File: src/smd_pkg.sv
`timescale 1ns / 1ps
// ----------------------------------------------------------------------------
// smd_pkg
// Shared widths, defaults, register codes and control structs of the
// sparsity map decoder.
// ----------------------------------------------------------------------------
package smd_pkg;

    localparam int VALUE_W     = 16;
    localparam int INDEX_W     = 20;
    localparam int MAP_LEN_W   = 5;
    localparam int SIZE_W      = 21;
    localparam int IN_TDATA_W  = 40;
    localparam int OUT_TDATA_W = 40;
    localparam int APB_ADDR_W  = 3;
    localparam int APB_DATA_W  = 32;

    localparam int DEF_MAX_IMAGE_SIZE = 1048576;
    localparam int DEF_MAP_WIDTH      = 16;

    localparam logic [MAP_LEN_W-1:0] MAP_LENGTH_RESET = 5'd16;
    localparam logic [SIZE_W-1:0]    IMAGE_SIZE_RESET = 21'd1048576;

    localparam logic REG_MAP_LENGTH = 1'b0;
    localparam logic REG_IMAGE_SIZE = 1'b1;

    typedef struct packed {
        logic accept;
        logic next_half;
        logic load_map;
        logic step_bit;
        logic zero_fill;
        logic flush;
    } smd_cmd_t;

    typedef struct packed {
        logic half_sel;
        logic half_valid;
        logic at_limit;
        logic pos_ge_len;
        logic map_zero;
        logic bit_set;
        logic zfill_end;
        logic can_emit;
        logic pend_valid;
        logic out_free;
    } smd_status_t;

endpackage

File: src/smd_regs.sv
`timescale 1ns / 1ps
// ----------------------------------------------------------------------------
// smd_regs
// APB register file for map length and image size, with the effective
// (clamped) values used by the datapath.
// ----------------------------------------------------------------------------
module smd_regs #(
    parameter int MAX_IMAGE_SIZE = smd_pkg::DEF_MAX_IMAGE_SIZE,
    parameter int MAP_WIDTH      = smd_pkg::DEF_MAP_WIDTH
) (
    input  logic                              aclk,
    input  logic                              aresetn,
    input  logic                              psel,
    input  logic                              penable,
    input  logic                              pwrite,
    input  logic [smd_pkg::APB_ADDR_W-1:0]    paddr,
    input  logic [smd_pkg::APB_DATA_W-1:0]    pwdata,
    output logic [smd_pkg::APB_DATA_W-1:0]    prdata,
    output logic                              pready,
    output logic [smd_pkg::MAP_LEN_W-1:0]     eff_len,
    output logic [smd_pkg::SIZE_W-1:0]        eff_size
);

    localparam logic [smd_pkg::MAP_LEN_W-1:0] MapW    = smd_pkg::MAP_LEN_W'(MAP_WIDTH);
    localparam logic [31:0]                   MaxSize = 32'(MAX_IMAGE_SIZE);

    logic [smd_pkg::MAP_LEN_W-1:0] map_length_reg, map_length_next;
    logic [smd_pkg::SIZE_W-1:0]    image_size_reg, image_size_next;
    logic                          wr_en;
    logic                          reg_sel;

    assign pready  = 1'b1;
    assign wr_en   = psel & penable & pwrite & pready;
    assign reg_sel = paddr[2];

    always_comb begin
        map_length_next = map_length_reg;
        image_size_next = image_size_reg;
        if (wr_en) begin
            case (reg_sel)
                smd_pkg::REG_MAP_LENGTH: map_length_next = pwdata[smd_pkg::MAP_LEN_W-1:0];
                smd_pkg::REG_IMAGE_SIZE: image_size_next = pwdata[smd_pkg::SIZE_W-1:0];
                default: ;
            endcase
        end
    end

    always_ff @(posedge aclk) begin
        if (!aresetn) begin
            map_length_reg <= smd_pkg::MAP_LENGTH_RESET;
            image_size_reg <= smd_pkg::IMAGE_SIZE_RESET;
        end else begin
            map_length_reg <= map_length_next;
            image_size_reg <= image_size_next;
        end
    end

    always_comb begin
        case (reg_sel)
            smd_pkg::REG_MAP_LENGTH:
                prdata = {{(smd_pkg::APB_DATA_W-smd_pkg::MAP_LEN_W){1'b0}}, map_length_reg};
            smd_pkg::REG_IMAGE_SIZE:
                prdata = {{(smd_pkg::APB_DATA_W-smd_pkg::SIZE_W){1'b0}}, image_size_reg};
            default: prdata = '0;
        endcase
    end

    always_comb begin
        if (map_length_reg == '0) begin
            eff_len = smd_pkg::MAP_LEN_W'(1);
        end else if (map_length_reg > MapW) begin
            eff_len = MapW;
        end else begin
            eff_len = map_length_reg;
        end
        if ({{(32-smd_pkg::SIZE_W){1'b0}}, image_size_reg} > MaxSize) begin
            eff_size = MaxSize[smd_pkg::SIZE_W-1:0];
        end else begin
            eff_size = image_size_reg;
        end
    end

endmodule

File: src/smd_ctrl.sv
`timescale 1ns / 1ps
// ----------------------------------------------------------------------------
// smd_ctrl
// Sequencer: takes a word, walks both halves one map position per cycle
// while output has room, then closes the word by releasing its final result.
// ----------------------------------------------------------------------------
module smd_ctrl (
    input  logic                 aclk,
    input  logic                 aresetn,
    input  logic                 s_tvalid,
    output logic                 s_tready,
    input  smd_pkg::smd_status_t status,
    output smd_pkg::smd_cmd_t    cmd
);

    localparam logic [2:0] ST_IDLE  = 3'd0;
    localparam logic [2:0] ST_CHECK = 3'd1;
    localparam logic [2:0] ST_STEP  = 3'd2;
    localparam logic [2:0] ST_ZFILL = 3'd3;
    localparam logic [2:0] ST_FLUSH = 3'd4;

    logic [2:0] state_reg, state_next;

    assign s_tready = (state_reg == ST_IDLE);

    always_comb begin
        state_next = state_reg;
        cmd        = '0;
        case (state_reg)
            ST_IDLE: begin
                if (s_tvalid) begin
                    cmd.accept = 1'b1;
                    state_next = ST_CHECK;
                end
            end
            ST_CHECK: begin
                if (!status.half_valid || status.at_limit) begin
                    if (status.half_sel) begin
                        state_next = ST_FLUSH;
                    end else begin
                        cmd.next_half = 1'b1;
                    end
                end else begin
                    state_next = ST_STEP;
                end
            end
            ST_STEP: begin
                if (status.pos_ge_len) begin
                    cmd.load_map = 1'b1;
                    if (status.map_zero) begin
                        state_next = ST_ZFILL;
                    end else if (status.half_sel) begin
                        state_next = ST_FLUSH;
                    end else begin
                        cmd.next_half = 1'b1;
                        state_next    = ST_CHECK;
                    end
                end else if (status.can_emit) begin
                    cmd.step_bit = 1'b1;
                    if (status.bit_set) begin
                        if (status.half_sel) begin
                            state_next = ST_FLUSH;
                        end else begin
                            cmd.next_half = 1'b1;
                            state_next    = ST_CHECK;
                        end
                    end
                end
            end
            ST_ZFILL: begin
                if (status.can_emit) begin
                    cmd.zero_fill = 1'b1;
                    if (status.zfill_end) begin
                        if (status.half_sel) begin
                            state_next = ST_FLUSH;
                        end else begin
                            cmd.next_half = 1'b1;
                            state_next    = ST_CHECK;
                        end
                    end
                end
            end
            ST_FLUSH: begin
                if (!status.pend_valid) begin
                    state_next = ST_IDLE;
                end else if (status.out_free) begin
                    cmd.flush  = 1'b1;
                    state_next = ST_IDLE;
                end
            end
            default: state_next = ST_IDLE;
        endcase
    end

    always_ff @(posedge aclk) begin
        if (!aresetn) begin
            state_reg <= ST_IDLE;
        end else begin
            state_reg <= state_next;
        end
    end

endmodule

File: src/smd_datapath.sv
`timescale 1ns / 1ps
// ----------------------------------------------------------------------------
// smd_datapath
// Word latch, map and position registers, output counter, one pending
// result and the output register.
// ----------------------------------------------------------------------------
module smd_datapath #(
    parameter int MAP_WIDTH = smd_pkg::DEF_MAP_WIDTH
) (
    input  logic                               aclk,
    input  logic                               aresetn,
    input  logic [smd_pkg::IN_TDATA_W-1:0]     s_tdata,
    output logic                               m_tvalid,
    input  logic                               m_tready,
    output logic [smd_pkg::OUT_TDATA_W-1:0]    m_tdata,
    output logic                               m_tlast,
    output logic                               m_tuser,
    input  logic [smd_pkg::MAP_LEN_W-1:0]      eff_len,
    input  logic [smd_pkg::SIZE_W-1:0]         eff_size,
    input  smd_pkg::smd_cmd_t                  cmd,
    output smd_pkg::smd_status_t               status
);

    localparam int IW = $clog2(MAP_WIDTH);
    localparam int VW = smd_pkg::VALUE_W;
    localparam int XW = smd_pkg::INDEX_W;
    localparam int LW = smd_pkg::MAP_LEN_W;
    localparam int SW = smd_pkg::SIZE_W;
    localparam logic [LW-1:0] MapW = LW'(MAP_WIDTH);

    logic [VW-1:0]        v0_reg, v1_reg;
    logic                 vld0_reg, vld1_reg;
    logic                 half_reg, half_next;
    logic [MAP_WIDTH-1:0] map_reg, map_next;
    logic [LW-1:0]        pos_reg, pos_next;
    logic [LW-1:0]        zcnt_reg, zcnt_next;
    logic [SW-1:0]        count_reg, count_next;
    logic                 pend_valid_reg, pend_valid_next;
    logic [VW-1:0]        pend_value_reg;
    logic [XW-1:0]        pend_index_reg;
    logic                 pend_done_reg;
    logic                 out_valid_reg, out_valid_next;
    logic [VW-1:0]        out_value_reg;
    logic [XW-1:0]        out_index_reg;
    logic                 out_last_reg;
    logic                 out_done_reg;

    logic [VW-1:0]        cur_v;
    logic                 cur_vld;
    logic                 bit_set;
    logic                 out_free;
    logic                 emit_req;
    logic                 emit_ok;
    logic                 push;
    logic [VW-1:0]        emit_value;
    logic [SW-1:0]        count_inc;

    assign cur_v     = half_reg ? v1_reg : v0_reg;
    assign cur_vld   = half_reg ? vld1_reg : vld0_reg;
    assign bit_set   = map_reg[pos_reg[IW-1:0]];
    assign out_free  = !out_valid_reg || m_tready;
    assign count_inc = count_reg + SW'(1);

    assign emit_req   = cmd.step_bit | cmd.zero_fill;
    assign emit_ok    = emit_req && (count_reg < eff_size);
    assign emit_value = (cmd.step_bit && bit_set) ? cur_v : '0;
    assign push       = (emit_ok && pend_valid_reg) || cmd.flush;

    always_comb begin
        status            = '0;
        status.half_sel   = half_reg;
        status.half_valid = cur_vld;
        status.at_limit   = (count_reg >= eff_size);
        status.pos_ge_len = (pos_reg >= eff_len);
        status.map_zero   = (cur_v[MAP_WIDTH-1:0] == '0);
        status.bit_set    = bit_set;
        status.zfill_end  = (zcnt_reg == (eff_len - LW'(1)));
        status.can_emit   = !pend_valid_reg || out_free;
        status.pend_valid = pend_valid_reg;
        status.out_free   = out_free;
    end

    always_comb begin
        half_next = half_reg;
        map_next  = map_reg;
        pos_next  = pos_reg;
        zcnt_next = zcnt_reg;
        if (cmd.accept) begin
            half_next = 1'b0;
        end
        if (cmd.next_half) begin
            half_next = 1'b1;
        end
        if (cmd.load_map) begin
            map_next  = cur_v[MAP_WIDTH-1:0];
            pos_next  = '0;
            zcnt_next = '0;
        end
        if (cmd.step_bit) begin
            pos_next = pos_reg + LW'(1);
            if (bit_set) begin
                map_next[pos_reg[IW-1:0]] = 1'b0;
            end
        end
        if (cmd.zero_fill) begin
            zcnt_next = zcnt_reg + LW'(1);
            if (status.zfill_end) begin
                pos_next = eff_len;
            end
        end
    end

    always_comb begin
        count_next      = emit_ok ? count_inc : count_reg;
        pend_valid_next = pend_valid_reg;
        if (emit_ok) begin
            pend_valid_next = 1'b1;
        end else if (cmd.flush) begin
            pend_valid_next = 1'b0;
        end
        out_valid_next = out_valid_reg;
        if (push) begin
            out_valid_next = 1'b1;
        end else if (m_tready) begin
            out_valid_next = 1'b0;
        end
    end

    always_ff @(posedge aclk) begin
        if (!aresetn) begin
            half_reg       <= 1'b0;
            map_reg        <= '0;
            pos_reg        <= MapW;
            zcnt_reg       <= '0;
            count_reg      <= '0;
            pend_valid_reg <= 1'b0;
            out_valid_reg  <= 1'b0;
        end else begin
            half_reg       <= half_next;
            map_reg        <= map_next;
            pos_reg        <= pos_next;
            zcnt_reg       <= zcnt_next;
            count_reg      <= count_next;
            pend_valid_reg <= pend_valid_next;
            out_valid_reg  <= out_valid_next;
        end
    end

    always_ff @(posedge aclk) begin
        if (cmd.accept) begin
            v0_reg   <= s_tdata[15:0];
            vld0_reg <= s_tdata[16];
            v1_reg   <= s_tdata[32:17];
            vld1_reg <= s_tdata[33];
        end
        if (emit_ok) begin
            pend_value_reg <= emit_value;
            pend_index_reg <= count_reg[XW-1:0];
            pend_done_reg  <= (count_inc == eff_size);
        end
        if (push) begin
            out_value_reg <= pend_value_reg;
            out_index_reg <= pend_index_reg;
            out_done_reg  <= pend_done_reg;
            out_last_reg  <= cmd.flush;
        end
    end

    assign m_tvalid = out_valid_reg;
    assign m_tdata  = {{(smd_pkg::OUT_TDATA_W-XW-VW){1'b0}}, out_index_reg, out_value_reg};
    assign m_tlast  = out_last_reg;
    assign m_tuser  = out_done_reg;

endmodule

File: src/sparsity_map_decoder_top.sv
`timescale 1ns / 1ps
// ----------------------------------------------------------------------------
// sparsity_map_decoder_top
// Zero-skip sparsity map decompressor with stream input and output and an
// APB register port.
// ----------------------------------------------------------------------------
// One word at a time: a word is accepted, each half is checked, the map
// positions are walked (each gives one result, stalls when the output side
// backs up) with a map load whenever a group runs out, and finally the
// word's final result is released. The sequencer walks one map position per
// cycle while the output side has room. Each word's final result is held
// back until the word is done so that tlast can mark it. Once image_size
// results have been given, words are taken and give nothing.
// ----------------------------------------------------------------------------
module sparsity_map_decoder_top #(
    parameter int MAX_IMAGE_SIZE = smd_pkg::DEF_MAX_IMAGE_SIZE,
    parameter int MAP_WIDTH      = smd_pkg::DEF_MAP_WIDTH
) (
    input  logic                              aclk,
    input  logic                              aresetn,
    // lo_value[15:0], lo_valid[16], hi_value[32:17], hi_valid[33]
    input  logic [smd_pkg::IN_TDATA_W-1:0]    s_tdata,
    input  logic                              s_tvalid,
    output logic                              s_tready,
    // pixel_value[15:0], pixel_index[35:16]
    output logic [smd_pkg::OUT_TDATA_W-1:0]   m_tdata,
    output logic                              m_tvalid,
    input  logic                              m_tready,
    output logic                              m_tlast,
    // image_done[0]
    output logic                              m_tuser,
    input  logic                              psel,
    input  logic                              penable,
    input  logic                              pwrite,
    input  logic [smd_pkg::APB_ADDR_W-1:0]    paddr,
    input  logic [smd_pkg::APB_DATA_W-1:0]    pwdata,
    output logic [smd_pkg::APB_DATA_W-1:0]    prdata,
    output logic                              pready
);

    logic [smd_pkg::MAP_LEN_W-1:0] eff_len;
    logic [smd_pkg::SIZE_W-1:0]    eff_size;
    smd_pkg::smd_cmd_t             cmd;
    smd_pkg::smd_status_t          status;

    smd_regs #(
        .MAX_IMAGE_SIZE (MAX_IMAGE_SIZE),
        .MAP_WIDTH      (MAP_WIDTH)
    ) u_regs (
        .aclk     (aclk),
        .aresetn  (aresetn),
        .psel     (psel),
        .penable  (penable),
        .pwrite   (pwrite),
        .paddr    (paddr),
        .pwdata   (pwdata),
        .prdata   (prdata),
        .pready   (pready),
        .eff_len  (eff_len),
        .eff_size (eff_size)
    );

    smd_ctrl u_ctrl (
        .aclk     (aclk),
        .aresetn  (aresetn),
        .s_tvalid (s_tvalid),
        .s_tready (s_tready),
        .status   (status),
        .cmd      (cmd)
    );

    smd_datapath #(
        .MAP_WIDTH (MAP_WIDTH)
    ) u_datapath (
        .aclk     (aclk),
        .aresetn  (aresetn),
        .s_tdata  (s_tdata),
        .m_tvalid (m_tvalid),
        .m_tready (m_tready),
        .m_tdata  (m_tdata),
        .m_tlast  (m_tlast),
        .m_tuser  (m_tuser),
        .eff_len  (eff_len),
        .eff_size (eff_size),
        .cmd      (cmd),
        .status   (status)
    );

endmodule

File: config.mk
export PLATFORM = sky130hd
export DESIGN_NAME = sparsity_map_decoder_top
export DESIGN_NICKNAME = d
export VERILOG_FILES = /design/src/smd_pkg.sv /design/src/smd_regs.sv /design/src/smd_ctrl.sv /design/src/smd_datapath.sv /design/src/sparsity_map_decoder_top.sv
export SDC_FILE = /design/constraint.sdc
export NUM_CORES = 1
export LEC_CHECK = 0
export BUFFER_PORTS_ARGS = -buffer_cell sky130_fd_sc_hd__buf_2
export CAP_MARGIN = 20
export CORE_MARGIN = 4
export CORE_UTILIZATION = 61
export DETAILED_ROUTE_END_ITERATION = 8
export PLACE_DENSITY = 0.87
export SYNTH_ARGS = -nofsm -noshare
export SYNTH_HDL_FRONTEND = slang
export SYNTH_SLANG_ARGS = --single-unit
File: constraint.sdc
create_clock -name aclk -period 8.45 [get_ports aclk]
set_input_delay 1.69 -clock aclk [delete_from_list [all_inputs] [get_ports aclk]]
set_output_delay 1.69 -clock aclk [all_outputs]
set_load 0.02 [all_outputs]
# Yosys cells after proc, flatten, opt, wreduce, memory -nomap -nowiden
# Cells that the tools add are included.
# classes
addsub,4
n_lt_le_gt_ge,7
eq_ne,13
mux,57
bitwise,6
n_reduce_logical,21
# ops
operator,n
16-bit two-way mux,4
32-bit case mux with 2 select lines,1
5-bit two-way mux,8
3-bit two-way mux,12
1-bit two-way mux,26
21-bit by 1-bit adder with 21-bit output (second input constant),1
21-bit == test,1
21-bit greater-or-equal comparator,1
21-bit > comparator (second input constant),1
21-bit less-than comparator,1
21-bit two-way mux,1
16-bit bitwise AND,1
16-bit zero test,1
16-bit inverter,1
3-bit case mux with 5 select lines,1
5-bit by 1-bit adder with 5-bit output (second input constant),2
2-bit nonzero test,4
7-bit AND reduction,1
3-bit by 2-bit == test with 1-bit output (second input constant),2
2-bit != test (second input constant),3
3-bit by 2-bit != test with 1-bit output (second input constant),2
3-bit != test (second input constant),2
5-bit == test,1
5-bit greater-or-equal comparator,1
19 further kinds,29
# totals
register_bits,188
wordCells,129

# Logic depth before layout (Yosys ltp)
# Gate-level depths: netlist of run 1.
# depth
depth_word,11
depth_mapped,14
ltp_nobuf,13

# By module
# From an unflattened synthesis of run 1, not the netlist that was laid out.
# unflattened
cells_unflattened,857
area_unflattened_um2,9385.3
# modules_own_cells
mod,n_inst,cells_per_inst,area_per_inst_um2
smd_datapath,1,636,7632.3
smd_regs,1,175,1418.9
smd_ctrl,1,46,334.1

# Least setup slack after synthesis of run 1
# No wires, ideal clock.
# synth_path
path_kind,input-to-reg
start,input m_tready
end,"register u_datapath.out_last_reg (netlist: u_datapath.m_tlast), enable pin"
setup_ns,0.392
t_arrival_ns,4.089
setup_slack_ns,3.969
cell_stages,9
n_path_buf,1
path_cell_list,nand2b_1 nor2_2 or3_1 buf_2 o21ai_2 nand2_2 inv_2 a21oi_1 inv_1
# synth_via
elab_chain_len,9
word_cells_on_any_way,13
# synth_rtl
item,line,source
start: declaration,sparsity_map_decoder_top.sv:28,"input logic m_tready,"
1-bit logical OR *,smd_datapath.sv:61,assign out_free = !out_valid_reg || m_tready;
1-bit logical OR *,smd_datapath.sv:78,status.can_emit = !pend_valid_reg || out_free;
1-bit two-way mux *,"smd_ctrl.sv:58, smd_ctrl.sv:71",
1-bit two-way mux,smd_ctrl.sv:48,if (status.pos_ge_len) begin
2-bit two-way mux,smd_ctrl.sv:29,case (state_reg)
1-bit OR *,smd_datapath.sv:64,assign emit_req = cmd.step_bit | cmd.zero_fill;
1-bit logical AND *,smd_datapath.sv:65,assign emit_ok = emit_req && (count_reg < eff_size);
net u_datapath.emit_ok,smd_datapath.sv:53,logic emit_ok;
1-bit logical AND *,smd_datapath.sv:67,assign push = (emit_ok && pend_valid_reg) || cmd.flush;
1-bit logical OR *,smd_datapath.sv:67,
end signal: assignment,smd_datapath.sv:165,out_last_reg <= cmd.flush;
end: declaration,smd_datapath.sv:45,logic out_last_reg;
# Mark *: on every way through the listed nets, which the timed path passes. The rest lies on a longest branch.
# A chain may end at the register's enable or synchronous reset.

# Worst setup path after layout of run 1
# layout_path
start,input m_tready
end,"register u_datapath.out_index_reg[18], enable pin"
# layout_via
elab_chain_len,9
word_cells_on_any_way,13
# layout_rtl
item,line,source
1-bit logical OR *,smd_datapath.sv:61,
1-bit logical OR *,smd_datapath.sv:78,
1-bit two-way mux *,"smd_ctrl.sv:58, smd_ctrl.sv:71",
1-bit two-way mux,smd_ctrl.sv:48,
2-bit two-way mux,smd_ctrl.sv:29,
1-bit OR *,smd_datapath.sv:64,
1-bit logical AND *,smd_datapath.sv:65,
net u_datapath.emit_ok,smd_datapath.sv:53,
1-bit logical AND *,smd_datapath.sv:67,
1-bit logical OR *,smd_datapath.sv:67,
end signal: assignment,smd_datapath.sv:163,out_index_reg <= pend_index_reg;
end: declaration,smd_datapath.sv:44,logic [XW-1:0] out_index_reg;
# Marked as above.

==> results of run 1 <==
## worst reg2reg max path: cells and delay by family (launching register included)
kind	cells	cell delay (ns)
AOI/OAI and AO/OA	5	1.18
buffers and inverters	3	1.18
and+or+nand+nor	5	1.13
DFF	1	0.37
adders and majority gates	1	0.30
## worst max-delay path by stage
| stage | to | cells past startpoint |
|---|---|---|
| global placement | u_datapath.m_tuser | 10 |
| CTS | u_datapath.out_index_reg[9] | 10 |
| detailed placement | u_datapath.m_tuser | 10 |
| floorplan | u_datapath.m_tlast | 9 |
| global route | u_datapath.out_index_reg[12] | 13 |
| finish | u_datapath.out_index_reg[18] | 10 |
## metal layers
layer | part of all wire (%) | vias up
met2 | 49 | 293
met5 | 0 | -
met1 | 43 | 3256
li1 | - | 3299
met4 | 1.4 | 0
met3 | 7.1 | 27
## synth_stat cells, drive strengths merged, types with 25 or more instances
| master | instances | area share, % |
|---|---|---|
| xnor2 | 29 | 2.9 |
| nor2 | 62 | 2.6 |
| nand2 | 109 | 4.5 |
| o21ai | 33 | 1.9 |
| a21oi | 46 | 2.5 |
| edfxtp | 109 | 36 |
| ha | 33 | 4.5 |
| mux2i | 26 | 2.9 |
| and3 | 25 | 1.7 |
| dfxtp | 79 | 17 |
| clkbuf | 26 | 1.1 |
| nand3 | 42 | 2.3 |
| buf | 30 | 2.2 |
## metrics by stage
step | util (%) | setup slack [ns]
final | 70.97 | 3.894
after global routing | 70.97 | 3.594
after CTS | 70.78 | 3.909
after detailed placement | 66.80 | 3.455
after global placement | 66.80 | 3.516
after floorplan | - | 3.969
## power by group through the flow
stage | Combinational (mW) | Clock (mW) | Sequential (mW)
after CTS | 0.284 | 0.787 | 1.09
after floorplan | 0.231 | 0 | 1.09
after detailed placement | 0.281 | 0 | 1.11
after global placement | 0.274 | 0 | 1.11
after global routing | 0.322 | 0.835 | 1.10
final | 0.293 | 0.780 | 1.09
## final cells by class
class | count | share of cell area (%)
flip-flops and latches | 188 | 46.89
clock inverters | 12 | 1.293
multi-input cells | 610 | 38.05
clock buffers | 20 | 4.314
inverters | 18 | 0.6526
repair buffers | 129 | 6.574
well taps | 184 | 2.224
## logic make-up (layout without fill, tap and decap cells)
family | after synthesis | count (layout) | share of synthesized area, %
xor gates and xnor gates | 52 | 52 | 5.247
other | 2 | 16 | 0.08244
AOI/OAI and AO/OA | 128 | 128 | 8.763
and+or+nand+nor | 344 | 344 | 18.97
buffers and inverters | 74 | 179 | 4.038
DFF | 188 | 188 | 53.29
muxes | 37 | 37 | 5.082
adders and majority gates | 33 | 33 | 4.532
==> run_results.csv, run 1 <==
group,metric,value,unit
status,outcome,"finished clean",
logic_synthesis,synth_edf_count,109,
finish,drive_above_1_share,18.73,%
finish,nets,1079,
finish,multi_input_area,3940,sq um
hold_path,min_path_cells,0,
detailed_routing,ant_nets,0,
logic_synthesis,netlist_instances,858,
setup_path,crit_chain,"buf_2 -> nand2b_1 -> nor2_2 -> or3_1 -> o21ai_2 -> nand2_2 -> inv_2 -> a21oi_1 -> inv_1 -> buf_4",
grt,first_global_vias,6487,
pwr,pwr-share-clk,36.0,%
sta,tightest_slew,0.9820,ns
detailed_routing,via_count,6875,
finish,syn2layout_area_growth,13.65,%
floorplan,coreArea,14590,sq um
setup_path,arrival,4.63,ns
placed_design,gp_congestion,0.9125,
setup_path,critPathBufInv,4,
clocking,cts_resized,0,
clocking,htree_levels,4,
clocking,cts_buffer_depth,2,
hold_path,holdPathEnd,"u_datapath.out_value_reg[13]",
clocking,numCtsBuffers,17,
floorplan,boundaryPins,159,
detailed_routing,drt_iter0_drc,823,
hold_path,hold_path.class,"flop to flop",
finish,fillers,1027,
detailed_routing,dr.pass1.iters,6,
clocking,hold_buffers,0,
sta,worst_hold_slack,0.4142,ns
logic_synthesis,ys_ff_latch,188,
clocking,ctsRootBufferMaster,"clkbuf_16",
detailed_routing,viasPerCell,5.922,
sta,setup_violations,0,
sta,skew,0.006815,ns
sta,final.setup.tns,0,ns
finish,finalInstanceArea,10350,sq um
sta,finalMaxSlewViolations,0,
logic_synthesis,synth_ff_type,"edfxtp_1",
setup_path,max_stage_delay,0.70,ns
pwr,power.density,209.3,nW/um^2
finish,final_common_cell,"buf_2",
sta,rsz0062_at_grt,"false",
placed_design,hpwl,14170,microns
sta,max_freq,219.5,MHz
setup_path,reg2regPathDepth,14,
pwr,p_leak,3.971,nW
pwr,p_total,2.167,mW
pwr,peakVddDrop,0.1874,mV
clocking,cts.clk_slew.worst_paths,0.07,ns
placed_design,dp_cells,1128,
setup_path,worstSetupPathType,"input pin to flop",
sta,hold_viol,0,
sta,period_needed,4.556,ns
setup_path,crit_required,8.52,ns
setup_path,slowest_stage,"inv_2",
floorplan,fp.dieArea,16950,sq um
grt,grt_use_total,24.18,%
logic_synthesis,yosysUniqueCellTypes,71,
placed_design,dpl_cell_area,9746,sq um
clocking,clkSinkCount,188,
logic_synthesis,seq_area_frac_synth,53.29,%
grt,grtUsageMet3,4.421,%
setup_path,r2r-end,"u_datapath.out_index_reg[18]",
pwr,p_comb_share,13.5,%
clocking,post-cts-setup-buffer-count,0,
grt,grt_pass1_wl,32370,microns
detailed_routing,routedWlPerCell,17.11,microns
setup_path,crit_fanout,40,
pwr,switching_share,26.08,%
hold_path,holdCritStartpoint,"u_datapath.pend_value_reg[13]",
setup_path,regToRegSetupSlack,3.93,ns
setup_path,crit_family,"buffers and inverters",
grt,grt_remaining_overflow,0,
finish,final_cell_mix,"buf_2 (123), edfxtp_1 (109), nand2_1 (108), dfxtp_1 (79), nor2_1 (61)",
detailed_routing,drc,0,
grt,grt_use_met2,38.38,%
finish,regArea,4855,sq um
logic_synthesis,ys_async_sr_fraction,0,%
logic_synthesis,yosysWarnings,0,
grt,antenna_found_initial,0,
floorplan,core.rowCount,44,
grt,use_met1,33.99,%
clocking,insertion_delay,0.43,ns
floorplan,initial_core_util,62.44,%
floorplan,die_y,130.2,microns
logic_synthesis,synth_area,9110,sq um
setup_path,cp-start-kind,"input pin",
flow_run,cap_violations,0,
pwr,switchingPower,0.5652,mW
grt,grt_max_degree,52,
placed_design,port_buffers,123,
pwr,power_frac_seq,50.5,%
setup_path,end_kind,"flop",
logic_synthesis,syn_area_per_cell,10.62,sq um
detailed_routing,routed_wl,19870,microns
floorplan,die_width,130.2,microns
finish,stdcell_count,1161,
sta,relSlewSlack,33.93,%
grt,grt_busiest_layer,"met2",
setup_path,startpoint,"m_tready",
finish,diodes,0,
setup_path,r2r-start,"u_regs.image_size_reg[10]",
pwr,intPower,1.602,mW
sta,period_share,53.91,%
clocking,cts_tree,"built",
No activity file was read; power rests on OpenSTA's default activity.
==> inputs of run 2 (changes only) <==
--- a/config.mk
+++ b/config.mk
@@ -5,12 +5,13 @@
 export SDC_FILE = /design/constraint.sdc
 export NUM_CORES = 1
 export LEC_CHECK = 0
+export ABC_AREA = 1
 export BUFFER_PORTS_ARGS = -buffer_cell sky130_fd_sc_hd__buf_2
 export CAP_MARGIN = 20
 export CORE_MARGIN = 4
-export CORE_UTILIZATION = 61
+export CORE_UTILIZATION = 57
 export DETAILED_ROUTE_END_ITERATION = 8
-export PLACE_DENSITY = 0.87
+export PLACE_DENSITY = 0.82
 export SYNTH_ARGS = -nofsm -noshare
 export SYNTH_HDL_FRONTEND = slang
 export SYNTH_SLANG_ARGS = --single-unit
==> constraint.sdc (replaced) <==
create_clock -name aclk -period 4.5 [get_ports aclk]
set_input_delay 0.9 -clock aclk [delete_from_list [all_inputs] [get_ports aclk]]
set_output_delay 0.9 -clock aclk [all_outputs]
set_load 0.02 [all_outputs]
==> run_results.csv, run 2 <==
group,metric,value,unit
status,outcome,"finished clean",
logic_synthesis,synth_top_area_cell,"edfxtp_1",
grt,grt_use_total,22.72,%
sta,tightest_slew,0.8414,ns
pwr,intPower,3.253,mW
logic_synthesis,ys_async_sr_fraction,0,%
logic_synthesis,syn_area_per_cell,8.475,sq um
floorplan,core.rowCount,46,
grt,grt_remaining_overflow,0,
sta,rsz0062_at_grt,"false",
setup_path,r2r-start,"u_regs.image_size_reg[7]",
logic_synthesis,synth_area,9348,sq um
setup_path,end_kind,"flop",
floorplan,fp.dieArea,18510,sq um
clocking,cts_buffer_depth,2,
floorplan,die_width,136.1,microns
logic_synthesis,synth.area.top_cells,"edfxtp_1 (35%), dfxtp_1 (17%), nand2_1 (11%), inv_1 (5.0%), nor2_1 (4.6%)",
logic_synthesis,yosysUniqueCellTypes,42,
floorplan,coreArea,16000,sq um
clocking,ctsRootBufferMaster,"clkbuf_16",
pwr,p_leak,4.804,nW
grt,antenna_found_initial,0,
detailed_routing,drt_iter0_drc,542,
grt,first_global_vias,6960,
pwr,power.density,467.8,nW/um^2
logic_synthesis,ys_ff_latch,188,
clocking,clkSinkCount,188,
placed_design,port_buffers,123,
logic_synthesis,yosysTopAreaCellShare,35.02,%
logic_synthesis,yosysMostFrequentCell,"nand2_1",
detailed_routing,routed_wl,20950,microns
hold_path,hold_path.class,"flop to flop",
clocking,cts_resized,0,
clocking,htree_levels,4,
clocking,insertion_delay,0.44,ns
finish,drive_above_1_share,16.29,%
clocking,hold_buffers,0,
setup_path,startpoint,"u_regs.image_size_reg[7]",
clocking,cts.clk_slew.worst_paths,0.08,ns
logic_synthesis,yosysWarnings,0,
floorplan,initial_core_util,58.42,%
sta,period_needed,3.807,ns
detailed_routing,ant_nets,0,
finish,nets,1336,
logic_synthesis,seq_area_frac_synth,51.93,%
pwr,p_comb_share,24.9,%
clocking,post-cts-setup-buffer-count,0,
pwr,pwr-share-clk,29.8,%
finish,stdcell_count,1450,
pwr,switchingPower,1.750,mW
pwr,power_frac_seq,45.2,%
logic_synthesis,ys_top_cells_by_count,"nand2_1 (285), inv_1 (124), nor2_1 (114), edfxtp_1 (109), o21ai_0 (84)",
sta,skew,0.01117,ns
sta,finalMaxSlewViolations,0,
setup_path,arrival,4.18,ns
grt,grt_pass1_wl,33530,microns
setup_path,crit_fanout,18,
detailed_routing,via_count,7726,
floorplan,boundaryPins,159,
logic_synthesis,netlist_instances,1103,
grt,grt_max_degree,60,
detailed_routing,routedWlPerCell,14.45,microns
sta,final.setup.tns,0,ns
placed_design,hpwl,15190,microns
setup_path,crit_required,4.87,ns
finish,syn2layout_area_growth,14.43,%
finish,fillers,1328,
sta,period_share,84.60,%
sta,max_freq,262.7,MHz
clocking,cts_tree,"built",
detailed_routing,drc,0,
clocking,numCtsBuffers,17,
pwr,switching_share,34.98,%
placed_design,dp_cells,1418,
sta,relSlewSlack,43.84,%
detailed_routing,dr.pass1.iters,5,
flow_run,cap_violations,0,
logic_synthesis,synth_ff_type,"edfxtp_1",
placed_design,gp_congestion,0.9106,
detailed_routing,viasPerCell,5.328,
hold_path,holdCritStartpoint,"u_datapath.pend_index_reg[4]",
logic_synthesis,synth_edf_count,109,
sta,hold_viol,0,
pwr,peakVddDrop,0.2865,mV
finish,final_common_cell,"nand2_1",
finish,diodes,0,
sta,setup_violations,0,
setup_path,cp-start-kind,"flop",
floorplan,die_y,136.1,microns
finish,final_cell_mix,"nand2_1 (285), inv_1 (124), buf_2 (123), nor2_1 (113), edfxtp_1 (109)",
setup_path,worstSetupPathType,"flop to flop",
run 2: cell type report:
| cell class | instances | area (sq um) | share of cell area [%] |
|---|---|---|---|
| multi-input combinational | 751 | 3781 | 35.35 |
| clock inverter | 15 | 161.4 | 1.509 |
| clock buffer | 17 | 425.4 | 3.977 |
| sequential | 188 | 4855 | 45.39 |
| timing repair buffer | 133 | 715.7 | 6.691 |
| tap | 216 | 270.3 | 2.527 |
| inverter | 130 | 488.0 | 4.562 |
run 2: power groups by stage:
stage               Clock (mW)  Sequential, mW  Combinational [mW]
finish                    1.49            2.26                1.25
global route              1.58            2.29                1.41
CTS                       1.50            2.26                1.24
detailed placement           0            2.30                1.23
global placement             0            2.28                1.19
floorplan                    0            2.24               0.961
run 2: metal layers:
metal / wire (microns) / up-vias / track usage [%] / share of wire, %
li1: - / 3840 / - / -
met1: 9388 / 3555 / 32.77 / 45
met2: 9673 / 305 / 35.50 / 46
met3: 1641 / 26 / 3.738 / 7.8
met4: 242 / 0 / 6.831 / 1.2
met5: 0 / - / 0 / 0
run 2: cell families after synthesis:
group	after synthesis	synth area share (%)
compound gates	176	10.13
flops	188	51.93
simple gates	505	22.84
mux	1	0.1071
buf+inv	178	8.325
xor+xnor	20	2.168
other cells	2	0.08034
fa+ha+maj	33	4.417
run 2: final timing paths:
check | to | slack, ns | depth (start not counted)
worst max register to register | u_datapath.count_reg[7] | 0.69 | 18
worst min register to register | u_datapath.out_index_reg[4] | 0.42 | 0
worst min-delay path | u_datapath.out_index_reg[4] | 0.42 | 0
worst max-delay path | u_datapath.count_reg[7] | 0.69 | 18
run 2: per-stage QoR:
stage               area (sq um)  total power, mW  hold slack, ns  worst slack, ns  util [%]
floorplan                   9400            3.200          0.4003           0.3789         -
global placement           10110            3.472          0.4019           0.8295     63.18
detailed placement         10110            3.524          0.4045           0.7767     63.18
CTS                        10700            4.999          0.4207           0.7330     66.85
global route               10700            5.281          0.4257           0.3294     66.85
finish                     10700            5.003          0.4169           0.6932     66.85
run 2: worst max-delay path, stage by stage (launching register included):
cell      delay (ns)
dfxtp_1         0.37
nor2_1          0.11
nand2_1         0.07
nor2_1          0.11
nand3_1         0.10
nand2_1         0.34
buf_4           0.31
nand2_1         0.10
ha_1            0.31
a21oi_1         0.15
a21boi_0        0.11
nor2_1          0.16
nand2_1         0.07
nor2_1          0.26
nand2_2         0.31
inv_2           0.34
buf_4           0.23
o21ai_0         0.10
a21oi_1         0.17
==> inputs of run 3 (changes only) <==
--- a/config.mk
+++ b/config.mk
@@ -5,13 +5,13 @@
 export SDC_FILE = /design/constraint.sdc
 export NUM_CORES = 1
 export LEC_CHECK = 0
-export ABC_AREA = 1
+export ABC_AREA = 0
 export BUFFER_PORTS_ARGS = -buffer_cell sky130_fd_sc_hd__buf_2
 export CAP_MARGIN = 20
 export CORE_MARGIN = 4
-export CORE_UTILIZATION = 57
+export CORE_UTILIZATION = 51
 export DETAILED_ROUTE_END_ITERATION = 8
-export PLACE_DENSITY = 0.82
+export PLACE_DENSITY = 0.78
 export SYNTH_ARGS = -nofsm -noshare
 export SYNTH_HDL_FRONTEND = slang
 export SYNTH_SLANG_ARGS = --single-unit
==> constraint.sdc (replaced) <==
create_clock -name aclk -period 3.4 [get_ports aclk]
set_input_delay 0.68 -clock aclk [delete_from_list [all_inputs] [get_ports aclk]]
set_output_delay 0.68 -clock aclk [all_outputs]
set_load 0.02 [all_outputs]
==> run_results.csv, run 3 (synthesis results as in run 1) <==
group,metric,value,unit
status,outcome,"finished, violations left",
status,violations,"negative setup slack",
clocking,cts_tree,"built",
hold_path,min_path_cells,1,
placed_design,gp_congestion,0.9168,
setup_path,critPathMostFrequentCell,"nand2_2",
setup_path,end_kind,"flop",
pwr,p_leak,4.180,nW
finish,nets,1114,
finish,syn2layout_area_growth,19.48,%
sta,hold_viol,0,
clocking,htree_levels,4,
detailed_routing,ant_nets,0,
grt,grt_max_degree,51,
floorplan,die_y,141.7,microns
grt,grt_busiest_layer,"met2",
setup_path,arrival,3.61,ns
sta,setup_violations,31,
detailed_routing,viasPerCell,5.564,
placed_design,dp_cells,1200,
sta,skew,0.01317,ns
sta,tightest_slew,0.9391,ns
setup_path,cp-start-kind,"flop",
setup_path,crit_chain,"nor4_4 -> nand2_2 -> o21ai_4 -> nand2_2 -> ha_4 -> nand4_1 -> or4_4 -> a31oi_4 -> nor4_4 -> nand2_2 -> buf_6 -> inv_8 -> a21oi_4 -> clkinvlp_4 -> buf_12",
sta,period_needed,3.424,ns
setup_path,crit_family,"simple AND/OR/NAND/NOR gates",
grt,grtUsageMet3,4.314,%
sta,setup_slack,-0.02423,ns
setup_path,reg2regPathDepth,15,
finish,final_cell_mix,"buf_2 (123), edfxtp_1 (109), nand2_1 (105), dfxtp_1 (74), nor2_1 (61)",
sta,relSlewSlack,37.31,%
setup_path,r2r-start,"u_regs.image_size_reg[1]",
floorplan,initial_core_util,52.31,%
placed_design,port_buffers,123,
clocking,cts_buffer_depth,2,
detailed_routing,drc,0,
detailed_routing,routed_wl,20590,microns
clocking,hold_buffers,0,
clocking,ctsRootBufferMaster,"clkbuf_16",
clocking,clkSinkCount,188,
detailed_routing,via_count,6883,
floorplan,core.rowCount,48,
pwr,p_total,5.485,mW
finish,drive_above_1_share,23.91,%
grt,grt_use_met2,31.48,%
sta,period_share,100.7,%
setup_path,regToRegSetupSlack,-0.02,ns
placed_design,hpwl,14600,microns
floorplan,boundaryPins,159,
setup_path,critPathBufInv,4,
pwr,peakVddDrop,0.5656,mV
setup_path,slowest_stage,"or4_4",
clocking,insertion_delay,0.43,ns
setup_path,max_stage_delay,0.54,ns
setup_path,crit_fanout,24,
grt,first_global_vias,6485,
finish,stdcell_count,1237,
hold_path,holdCritStartpoint,"s_tdata[19]",
sta,rsz0062_at_grt,"true",
detailed_routing,routedWlPerCell,16.64,microns
clocking,numCtsBuffers,17,
sta,max_freq,292.0,MHz
floorplan,fp.dieArea,20060,sq um
grt,grt_use_total,20.58,%
detailed_routing,drt_iter0_drc,722,
setup_path,worstSetupPathType,"flop to flop",
grt,grt_pass1_wl,32980,microns
floorplan,coreArea,17420,sq um
sta,worst_hold_slack,0.4174,ns
setup_path,cp.depth,15,
setup_path,crit_required,3.59,ns
detailed_routing,dr.pass1.iters,7,
setup_path,r2r-end,"u_datapath.out_index_reg[14]",
hold_path,holdPathEnd,"u_datapath.v1_reg[2]",
floorplan,die_width,141.7,microns
pwr,power.density,503.9,nW/um^2
finish,final_common_cell,"buf_2",
flow_run,cap_violations,0,
grt,grt_remaining_overflow,0,
grt,use_met1,29.67,%
clocking,cts.clk_slew.worst_paths,0.07,ns
sta,finalMaxSlewViolations,0,
finish,fillers,1373,
grt,antenna_found_initial,0,
hold_path,hold_path.class,"input pin to flop",
finish,diodes,0,
## run 3: area by class of cell
type                            count  area [sq um]  share of cell area (%)
Multi-Input combinational cell    610          4084                   37.52
Clock inverter                     14         163.9                   1.506
Tap cell                          225         281.5                   2.587
Timing Repair Buffer              164         985.9                   9.059
Clock buffer                       18         429.2                   3.943
Sequential cell                   188          4861                   44.66
Inverter                           18         78.83                  0.7242
## run 3: repair_timing
action / 4_1_cts / 5_1_grt
setup endpoints to repair: 0 / 43
resized for setup: 0 / 28
setup buffers: 0 / 4
## run 3: through the flow
stage | TNS [ns] | worst slack (ns) | utilization (%) | cell area, sq um
6_report | -0.5274 | -0.02423 | 62.49 | 10880
5_1_grt | -6.793 | -0.1889 | 62.49 | 10880
4_1_cts | 0 | 0.009893 | 61.33 | 10680
3_5_place_dp | 0 | 0.02967 | 57.92 | 10090
3_3_place_gp | 0 | 0.06308 | 57.92 | 10090
2_1_floorplan | -6.236 | -0.1641 | - | 9196
## run 3: routing by layer
| layer | vias up | routed length (microns) |
|---|---|---|
| met5 | - | 0 |
| met4 | 0 | 344 |
| met3 | 34 | 1488 |
| met2 | 292 | 9448 |
| met1 | 3190 | 9306 |
| li1 | 3367 | - |
## run 3: report_power, final
part | internal, mW | switching (mW)
clock network | 1.10 | 0.889
registers | 2.61 | 0.126
logic | 0.293 | 0.470
total | 4.00 | 1.48
## run 3: worst max path at each step
stage | end | start | slack, ns
4_1_cts | u_datapath.count_reg[12] | u_regs.image_size_reg[4] | 0.01
6_report | u_datapath.out_index_reg[14] | u_regs.image_size_reg[1] | -0.02
3_5_place_dp | u_datapath.half_reg | u_regs.image_size_reg[4] | 0.03
3_3_place_gp | u_datapath.out_value_reg[11] | u_regs.image_size_reg[1] | 0.06
2_1_floorplan | u_datapath.m_tlast | u_regs.image_size_reg[6] | -0.16
5_1_grt | u_datapath.out_index_reg[17] | u_regs.image_size_reg[1] | -0.19
